--- config.mk ---
export PLATFORM = sky130hd
export DESIGN_NAME = positional_array_list
export DESIGN_NICKNAME = d
export VERILOG_FILES = /design/src/hw/rtl/pal_pkg.sv /design/src/hw/rtl/pal_dp.sv /design/src/hw/rtl/pal_ctrl.sv /design/src/hw/rtl/positional_array_list.sv
export SDC_FILE = /design/constraint.sdc
export NUM_CORES = 1
export LEC_CHECK = 0
export BUFFER_PORTS_ARGS = -buffer_cell sky130_fd_sc_hd__buf_2
export CAP_MARGIN = 0
export CORE_MARGIN = 8
export CORE_UTILIZATION = 45
export DETAILED_ROUTE_END_ITERATION = 10
export PLACE_DENSITY = 0.65
export SLEW_MARGIN = 40
export SYNTH_ARGS = -nofsm -noshare
export SYNTH_HDL_FRONTEND = slang
export SYNTH_SLANG_ARGS = --single-unit
--- constraint.sdc ---
create_clock -name clk -period 4.2 [get_ports clk]
set_input_delay 0.21 -clock clk [delete_from_list [all_inputs] [get_ports clk]]
set_output_delay 0.21 -clock clk [all_outputs]
set_load 0.02 [all_outputs]
--- src/hw/rtl/pal_pkg.sv ---
package pal_pkg;

    localparam int CAPACITY = 16;

    localparam int REQ_W   = 3;
    localparam int POS_W   = 5;
    localparam int DATA_W  = 8;
    localparam int STAT_W  = 2;
    localparam int ENTRY_W = 5;

    localparam int CNT_W = $clog2(CAPACITY + 1);
    localparam int CMP_W = (CNT_W > POS_W) ? CNT_W : POS_W;

    localparam logic [REQ_W-1:0] REQ_APPEND  = 3'd0;
    localparam logic [REQ_W-1:0] REQ_INSERT  = 3'd1;
    localparam logic [REQ_W-1:0] REQ_DELETE  = 3'd2;
    localparam logic [REQ_W-1:0] REQ_READ    = 3'd3;
    localparam logic [REQ_W-1:0] REQ_REPLACE = 3'd4;

    localparam logic [STAT_W-1:0] ST_OK    = 2'd0;
    localparam logic [STAT_W-1:0] ST_FULL  = 2'd1;
    localparam logic [STAT_W-1:0] ST_EMPTY = 2'd2;
    localparam logic [STAT_W-1:0] ST_RANGE = 2'd3;

    typedef enum logic [1:0] {
        CS_IDLE = 2'b01,
        CS_HOLD = 2'b10
    } ctrl_state_t;

    typedef struct packed {
        logic exec;
    } pal_cmd_t;

endpackage

--- src/hw/rtl/pal_dp.sv ---
module pal_dp (
    input  logic                          clk,
    input  logic                          rst_n,
    input  pal_pkg::pal_cmd_t             cmd,
    input  logic [pal_pkg::REQ_W-1:0]     req_type,
    input  logic [pal_pkg::POS_W-1:0]     position,
    input  logic [pal_pkg::DATA_W-1:0]    data_in,
    output logic [pal_pkg::DATA_W-1:0]    data_out,
    output logic [pal_pkg::STAT_W-1:0]    status,
    output logic [pal_pkg::ENTRY_W-1:0]   entry_count,
    output logic                          is_empty,
    output logic                          is_full
);
    import pal_pkg::*;

    logic [DATA_W-1:0]  slots_reg  [CAPACITY];
    logic [DATA_W-1:0]  slots_next [CAPACITY];
    logic [CNT_W-1:0]   used_reg;
    logic [CNT_W-1:0]   used_next;

    logic [DATA_W-1:0]  data_out_reg;
    logic [STAT_W-1:0]  status_reg;
    logic [ENTRY_W-1:0] entry_count_reg;
    logic               is_empty_reg;
    logic               is_full_reg;

    logic [CMP_W-1:0]   pos_c;
    logic [CMP_W-1:0]   used_c;
    logic               list_full;
    logic [DATA_W-1:0]  rd_data;
    logic [DATA_W-1:0]  got;
    logic [STAT_W-1:0]  status_c;
    logic               op_app;
    logic               op_ins;
    logic               op_del;
    logic               op_rep;

    assign pos_c     = CMP_W'(position);
    assign used_c    = CMP_W'(used_reg);
    assign list_full = (used_reg >= CNT_W'(CAPACITY));

    always_comb
    begin
        rd_data = '0;
        for (int i = 0; i < CAPACITY; i++)
        begin
            if (CMP_W'(i) == pos_c)
            begin
                rd_data = slots_reg[i];
            end
        end
    end

    // request decode and checks
    always_comb
    begin
        status_c = ST_OK;
        got      = '0;
        op_app   = 1'b0;
        op_ins   = 1'b0;
        op_del   = 1'b0;
        op_rep   = 1'b0;
        case (req_type)
            REQ_APPEND:
            begin
                if (list_full)
                    status_c = ST_FULL;
                else
                    op_app = 1'b1;
            end
            REQ_INSERT:
            begin
                if (list_full)
                    status_c = ST_FULL;
                else if (pos_c > used_c)
                    status_c = ST_RANGE;
                else
                    op_ins = 1'b1;
            end
            REQ_DELETE, REQ_READ, REQ_REPLACE:
            begin
                if (used_reg == '0)
                    status_c = ST_EMPTY;
                else if (pos_c >= used_c)
                    status_c = ST_RANGE;
                else if (req_type == REQ_DELETE)
                begin
                    got    = rd_data;
                    op_del = 1'b1;
                end
                else if (req_type == REQ_READ)
                    got = rd_data;
                else
                    op_rep = 1'b1;
            end
            default:
            begin
                status_c = ST_OK;
            end
        endcase
    end

    always_comb
    begin
        used_next = used_reg;
        if (op_app || op_ins)
            used_next = used_reg + CNT_W'(1);
        else if (op_del)
            used_next = used_reg - CNT_W'(1);
    end

    // each slot takes its own value, its lower or its upper neighbor, or the new byte
    for (genvar g = 0; g < CAPACITY; g++)
    begin : g_slot
        logic [DATA_W-1:0] lower;
        logic [DATA_W-1:0] upper;
        logic [CMP_W-1:0]  idx;
        logic [CMP_W-1:0]  idx_up;

        if (g == 0)
        begin : g_first
            assign lower = slots_reg[0];
        end
        else
        begin : g_mid
            assign lower = slots_reg[g-1];
        end

        if (g == CAPACITY - 1)
        begin : g_last
            assign upper = slots_reg[g];
        end
        else
        begin : g_low
            assign upper = slots_reg[g+1];
        end

        assign idx    = CMP_W'(g);
        assign idx_up = CMP_W'(g + 1);

        always_comb
        begin
            slots_next[g] = slots_reg[g];
            if (op_app && idx == used_c)
                slots_next[g] = data_in;
            else if (op_rep && idx == pos_c)
                slots_next[g] = data_in;
            else if (op_ins && idx == pos_c)
                slots_next[g] = data_in;
            else if (op_ins && idx > pos_c && idx <= used_c)
                slots_next[g] = lower;
            else if (op_del && idx >= pos_c && idx_up < used_c)
                slots_next[g] = upper;
        end

        always_ff @(posedge clk)
        begin
            if (cmd.exec)
                slots_reg[g] <= slots_next[g];
        end
    end

    always_ff @(posedge clk or negedge rst_n)
    begin
        if (!rst_n)
            used_reg <= '0;
        else if (cmd.exec)
            used_reg <= used_next;
    end

    always_ff @(posedge clk)
    begin
        if (cmd.exec)
        begin
            data_out_reg    <= got;
            status_reg      <= status_c;
            entry_count_reg <= ENTRY_W'(used_next);
            is_empty_reg    <= (used_next == '0);
            is_full_reg     <= (used_next >= CNT_W'(CAPACITY));
        end
    end

    assign data_out    = data_out_reg;
    assign status      = status_reg;
    assign entry_count = entry_count_reg;
    assign is_empty    = is_empty_reg;
    assign is_full     = is_full_reg;

endmodule

--- src/hw/rtl/pal_ctrl.sv ---
module pal_ctrl (
    input  logic              clk,
    input  logic              rst_n,
    input  logic              in_valid,
    output logic              in_stall,
    output logic              out_valid,
    input  logic              out_stall,
    output pal_pkg::pal_cmd_t cmd
);
    import pal_pkg::*;

    ctrl_state_t state_reg;
    ctrl_state_t state_next;

    assign in_stall  = (state_reg == CS_HOLD) && out_stall;
    assign out_valid = (state_reg == CS_HOLD);
    assign cmd.exec  = in_valid && !in_stall;

    always_comb
    begin
        state_next = state_reg;
        case (state_reg)
            CS_IDLE:
            begin
                if (cmd.exec)
                    state_next = CS_HOLD;
            end
            CS_HOLD:
            begin
                if (cmd.exec)
                    state_next = CS_HOLD;
                else if (!out_stall)
                    state_next = CS_IDLE;
            end
            default:
            begin
                state_next = CS_IDLE;
            end
        endcase
    end

    always_ff @(posedge clk or negedge rst_n)
    begin
        if (!rst_n)
            state_reg <= CS_IDLE;
        else
            state_reg <= state_next;
    end

endmodule

--- src/hw/rtl/positional_array_list.sv ---
// Positional byte list of pal_pkg::CAPACITY entries, packed from position 0.
// Each input transaction is one request (append, insert, delete, read or
// replace) and returns exactly one result transaction in the cycle after it is
// accepted, with the byte read or removed, a status code and the entry count
// and empty/full flags after the request. A new request is accepted every
// cycle while the result side takes results; the rate is one transaction per
// clock, set by the row of slot registers; those affected all shift by one
// position in the same cycle on insert and delete. A rejected request leaves
// the list as it was. Request codes 5 to 7 are taken as no-ops with status ok.
module positional_array_list (
    input  logic                          clk,
    input  logic                          rst_n,
    input  logic                          in_valid,
    output logic                          in_stall,
    input  logic [pal_pkg::REQ_W-1:0]     req_type,
    input  logic [pal_pkg::POS_W-1:0]     position,
    input  logic [pal_pkg::DATA_W-1:0]    data_in,
    output logic                          out_valid,
    input  logic                          out_stall,
    output logic [pal_pkg::DATA_W-1:0]    data_out,
    output logic [pal_pkg::STAT_W-1:0]    status,
    output logic [pal_pkg::ENTRY_W-1:0]   entry_count,
    output logic                          is_empty,
    output logic                          is_full
);
    import pal_pkg::*;

    pal_cmd_t cmd;

    pal_ctrl u_ctrl (
        .clk       (clk),
        .rst_n     (rst_n),
        .in_valid  (in_valid),
        .in_stall  (in_stall),
        .out_valid (out_valid),
        .out_stall (out_stall),
        .cmd       (cmd)
    );

    pal_dp u_dp (
        .clk         (clk),
        .rst_n       (rst_n),
        .cmd         (cmd),
        .req_type    (req_type),
        .position    (position),
        .data_in     (data_in),
        .data_out    (data_out),
        .status      (status),
        .entry_count (entry_count),
        .is_empty    (is_empty),
        .is_full     (is_full)
    );

endmodule

* Word level (Yosys, flattened, before mapping)
Memories as Yosys holds them, arrays and structs flattened.
Cells that the tools add are included.
** Cells by class
- Add/subtract/negate cells :: 2
- Order comparisons :: 66
- Equal/unequal tests :: 38
- Multiplexer cells :: 125
- Bitwise operators :: 1
- Reductions and logical operators :: 121
** Operators by type and width (number)
- $mux 8 :: 97
- $logic_and 1x1->1 :: 112
- $eq 4x5->1 const A :: 16
- $eq 3x5->1 const A :: 8
- $gt 4x5->1 const A :: 8
- $le 4x5->1 const A :: 8
- $lt 4x5->1 const A :: 8
- $ge 4x5->1 const A :: 7
- $eq 2x5->1 const A :: 4
- $ge 3x5->1 const A :: 4
- $gt 3x5->1 const A :: 4
- $le 3x5->1 const A :: 4
- $lt 3x5->1 const A :: 4
- $mux 1 :: 17
- $logic_not 5->1 :: 3
- $mux 2 :: 7
- $eq 1x5->1 const A :: 2
- $ge 1x5->1 const A :: 2
- $ge 2x5->1 const A :: 2
- $ge 5x5->1 const B :: 2
- $gt 1x5->1 const A :: 2
- $gt 2x5->1 const A :: 2
- $le 1x5->1 const A :: 2
- $le 2x5->1 const A :: 2
- other kinds (22) :: 26
** Storage, ports and cells
- Register bits after elaboration :: 24
- Bits in writable memories :: 128
- Input port bits :: 20
- Output and inout bits :: 19
- Word-level logic and storage cells :: 361
- Memories kept :: 1
** Memory list
- u_dp.slots_reg :: depth 16, bits a word 8, rd ports 16, clocked after Yosys merged registers in 0, write ports 16, line pal_dp.sv:16 : logic [DATA_W-1:0] slots_reg [CAPACITY];

* Longest topological paths before layout
- Word-level depth :: 19
- Gate-level depth with buffers :: 12
- Depth with buffers taken out :: 8

* Modules after synthesis
Synthesis repeated with hierarchy kept, for this count alone.
** Second synthesis, totals
- Cells, all modules :: 860
- Area, all modules :: 10088.4 um2
** By module, submodules not included
- pal_dp :: instances 1, cells each 843, area each 9939.5 um2, seq. area each 4449.3 um2
- pal_ctrl :: instances 1, cells each 17, area each 148.9 um2, seq. area each 51.3 um2

* Least setup slack after synthesis
OpenSTA, ideal clock, no wires.
- Path type :: register to register
- From :: register, netlist name u_dp.used_c[1]
- To :: memory u_dp.slots_reg[5][0], enable pin
- Setup time :: 378 ps
- Arrival :: 2932 ps
- Required time :: 3822 ps
- Setup slack :: 890 ps
- Stages on the path, launching flop included :: 12
- Path buffers :: 3
- Period minus slack after synthesis :: 3310 ps
- Path through :: dfrtp_1 > buf_2 > clkinv_1 > ha_1 > nor2b_1 > o21ai_1 > a21boi_2 > buf_2 > nor4_1 > buf_2 > inv_1 > a31oi_1
** RTL lines (line)
- end: declaration :: pal_dp.sv:16

==> results list <==
- After detailed routing, the number of remaining DRC violations is 0.
- At the pin with the least slew margin, the transition time is 814 ps.
* Initial DRC Count: 985
* Cells after Synth: 936
* Average cell area after synthesis: 10.8 sq um
- Unique cell type count in the Yosys netlist: 69
- STA classifies the critical path startpoint as a flip-flop.
- Worst-path fanout max: 11
* Number of synthesized register bits: 151
* Max rail drop VDD: 0.255 mV
* Effective utilization at floorplan: 45.4%
* Number of synthesized flops with an enable pin: 144
* Max frequency: 286 MHz
* Clock tree root buffer cell: sky130_fd_sc_hd__clkbuf_16
- Final critical-path share of the clock period: 83.2%
- Overall power of the completed layout: 4.76 mW
* Standard cell core area: 0.0224 sq mm
- Number of search-and-repair iterations in the first detailed-routing pass: 6
* Max-capacitance violation count: 0
- Width of the die: 166 um
* Flip-flop count of the largest register, all copies and words added: 128
- Dividing total power by cell area gives a power density of 419 mW/mm^2.
* Final core utilization: 50.9%
- Routability-driven placement finished with a final weighted congestion of 0.959.
- For hold timing, the worst endpoint is u_ctrl.state_reg[1].
* Total congestion overflow: 0
- Die Height: 166 um
* Startpoint of the most critical register-to-register path: u_dp.used_c[2]
- For this block, the via count after detailed routing is 8,343.
* Number of CTS-inserted buffers: 17
- The flow ran to the end, and the final reports show no timing, DRC or antenna violations.
* CP required: 4280 ps
* Top flip-flop cell by instance count after synthesis: sky130_fd_sc_hd__edfxtp_1
* Worst-case register-to-register setup slack: 710 ps
* Post-DR wirelength/cell: 26.1 um
* Ratio of cells with drive above 1 in the final layout: 17.3%
* Routed vias/inst: 6.60
* Standby leakage power: 4.26 nW
* Final standard cell count with taps included and fillers excluded: 1,265
* Classification of the worst setup path: flip-flop to flip-flop
- Yosys top cell area share: 42.6%
- Setup repair after global routing left no endpoint under its margin.
- The repair_antennas step left the layout with diodes totalling 0.
- Clock tree from TritonCTS: done
* Type of element capturing the critical path: flip-flop
- The synthesized design spends more area on one cell type than any other, namely sky130_fd_sc_hd__edfxtp_1.
- For the worst setup path, the data arrival time is 3580 ps.
- After layout, the minimum clock period comes to 3490 ps.
- Measured in cells, the most critical reg-to-reg path has a length of 9.
- Placed cells: 1,233
- Headroom to the max-slew limit came out at 45.3%.
* Cell with the most instances after synthesis: sky130_fd_sc_hd__mux2i_1
- Total half-perimeter wirelength after legalization and detailed placement: 24,000 um
- Post-layout nets: 1,000
- Worst hold slack: 80.7 ps
- The worst hold path belongs to the class primary input to flip-flop.
* Number of nets with antenna violations after detailed routing: 0
* Number of antenna violations at the first check in global routing: 0
- Summed over all layers, the routed wires come to 33,000 um.
* Worst R2R End: u_dp.slots_reg[7][2]
- Fraction of registers with async set or reset after synthesis: 4.64%
* Overall fraction of global-route tracks in use: 23.5%
* Portion of the post-synthesis area used by sequential elements: 44.3%
- Setup violations remaining at the end of the flow were counted as 0.
- Pin placement for this block handled 39 I/O pins.
- Largest net degree at the start of global routing: 35
* Post-CTS Resized: 0
* Number of max-slew violations in the final report: 0
- The clock passes through at most 2 buffers.
- Row generation in the floorplan step produced 55 rows.
- Clock skew: 16.5 ps
* Setup Total Neg Slack: 0 ps
- The number of nets in the synthesized netlist is 968.
* Hold path startpoint: in_valid
- The tree built by TritonCTS fans out to 151 sinks.
* Final Hold Vio Count: 0
* First-pass GRT wire length: 50,000 um
- Relative area change from synthesis to final layout: 12.1%
- The H-tree generated during clock tree synthesis spans 4 levels.
* Clock Pin Slew Worst Setup and Hold Paths: 60 ps
* Number of buffers added on ports: 38
- Dominant cells by area after synthesis: sky130_fd_sc_hd__edfxtp_1 43%, sky130_fd_sc_hd__mux2i_1 22%, sky130_fd_sc_hd__o21ai_0 3.6%, sky130_fd_sc_hd__mux2_2 2.7%, sky130_fd_sc_hd__nand2_1 1.7%
- In this run the cell area of the synthesized design comes to 0.0102 sq mm.
* Cell types with the highest counts after synthesis: 222 x sky130_fd_sc_hd__mux2i_1, 144 x sky130_fd_sc_hd__edfxtp_1, 73 x sky130_fd_sc_hd__o21ai_0, 45 x sky130_fd_sc_hd__nand2_1, 39 x sky130_fd_sc_hd__clkbuf_1
* Hold Path Stages: 2
* Full die area: 0.0276 sq mm
- The later pin in the worst-skew pair is clocked with a latency of 440 ps.
- The via count of the first global-routing pass was 8,240.
- During synthesis, Yosys emitted a total of 0 warnings.
worst max-delay path by stage:
| stage | startpoint | to | slack (ps) |
|---|---|---|---|
| 3_3_place_gp | u_dp.used_c[2] | u_dp.slots_reg[0][6] | 880 |
| 6_report | u_dp.used_c[2] | u_dp.slots_reg[7][2] | 710 |
| 5_1_grt | u_dp.used_c[4] | u_dp.slots_reg[8][2] | 460 |
| 3_5_place_dp | u_dp.used_c[2] | u_dp.slots_reg[8][0] | 740 |
| 2_1_floorplan | u_dp.used_c[1] | u_dp.slots_reg[5][0] | 890 |
| 4_1_cts | u_dp.used_c[2] | u_dp.slots_reg[8][4] | 700 |
layout by cell type, fill, tap and decap left out, types with 8 or more instances in the layout:
| cell type | synthesis | routed |
|---|---|---|
| sky130_fd_sc_hd__a211oi_1 | 12 | 12 |
| sky130_fd_sc_hd__a21oi_1 | 33 | 32 |
| sky130_fd_sc_hd__a22oi_1 | 17 | 17 |
| sky130_fd_sc_hd__a31oi_1 | 12 | 12 |
| sky130_fd_sc_hd__and2_1 | 11 | 11 |
| sky130_fd_sc_hd__buf_2 | 29 | 38 |
| sky130_fd_sc_hd__buf_4 | 1 | 56 |
| sky130_fd_sc_hd__clkbuf_16 | 0 | 17 |
| sky130_fd_sc_hd__edfxtp_1 | 144 | 144 |
| sky130_fd_sc_hd__ha_1 | 12 | 12 |
| sky130_fd_sc_hd__inv_1 | 29 | 29 |
| sky130_fd_sc_hd__mux2_2 | 24 | 24 |
| sky130_fd_sc_hd__mux2i_1 | 222 | 222 |
| sky130_fd_sc_hd__nand2_1 | 45 | 45 |
| sky130_fd_sc_hd__nand2b_1 | 8 | 8 |
| sky130_fd_sc_hd__nand3_1 | 13 | 13 |
| sky130_fd_sc_hd__nor2_1 | 35 | 35 |
| sky130_fd_sc_hd__nor3_1 | 19 | 18 |
| sky130_fd_sc_hd__o21ai_0 | 73 | 73 |
| sky130_fd_sc_hd__o22ai_1 | 14 | 14 |
final cells by class:
class / instances / area, sq um
Inverter: 32 / 120
Sequential cell: 151 / 4500
Multi-Input combinational cell: 671 / 5210
Fill cell: 1985 / 11000
Timing Repair Buffer: 95 / 621
Clock buffer: 19 / 433
Tap cell: 285 / 357
Clock inverter: 12 / 144
critical path, cell delays in order (launching register included):
cell	delay, ps
sky130_fd_sc_hd__dfrtp_1	370
sky130_fd_sc_hd__inv_1	310
sky130_fd_sc_hd__ha_1	330
sky130_fd_sc_hd__and3_1	220
sky130_fd_sc_hd__nand3_1	230
sky130_fd_sc_hd__a31oi_4	160
sky130_fd_sc_hd__nor2_2	250
sky130_fd_sc_hd__buf_4	220
sky130_fd_sc_hd__a32o_1	560
sky130_fd_sc_hd__o21a_1	470
per-layer routing:
metal	wire, um	global-route usage (%)
met5	0	0
met1	13800	30.1
met3	2680	5.18
met2	14600	36.0
met4	1880	13.6
power by group:
part	internal (mW)	total, mW	switching, mW
Clock	0.882	1.56	0.674
Combinational	0.453	1.37	0.920
Sequential	1.78	1.84	0.0591
Total	3.11	4.76	1.65
logic make-up (layout without fill, tap and decap cells):
family	after synthesis	after routing	share of synthesized area (%)
mux	246	246	24.6
compound gates	225	225	14.7
simple gates	181	181	9.35
flops	151	151	44.3
buf+inv	114	158	4.97
fa+ha+maj	12	12	1.48
xor+xnor	7	7	0.604
what timing repair did:
item / in CTS / in global routing
buffers inserted: 0 / 0
endpoints found under the hold margin: 7 / 0
hold buffers: 1 / 0
metrics by stage:
step | setup slack [ps] | area (sq um)
4_1_cts | 698 | 11400
2_1_floorplan | 890 | 10200
3_5_place_dp | 744 | 10800
3_3_place_gp | 885 | 10800
5_1_grt | 464 | 11400
6_report | 707 | 11400
No activity file was read; power rests on OpenSTA's default activity.
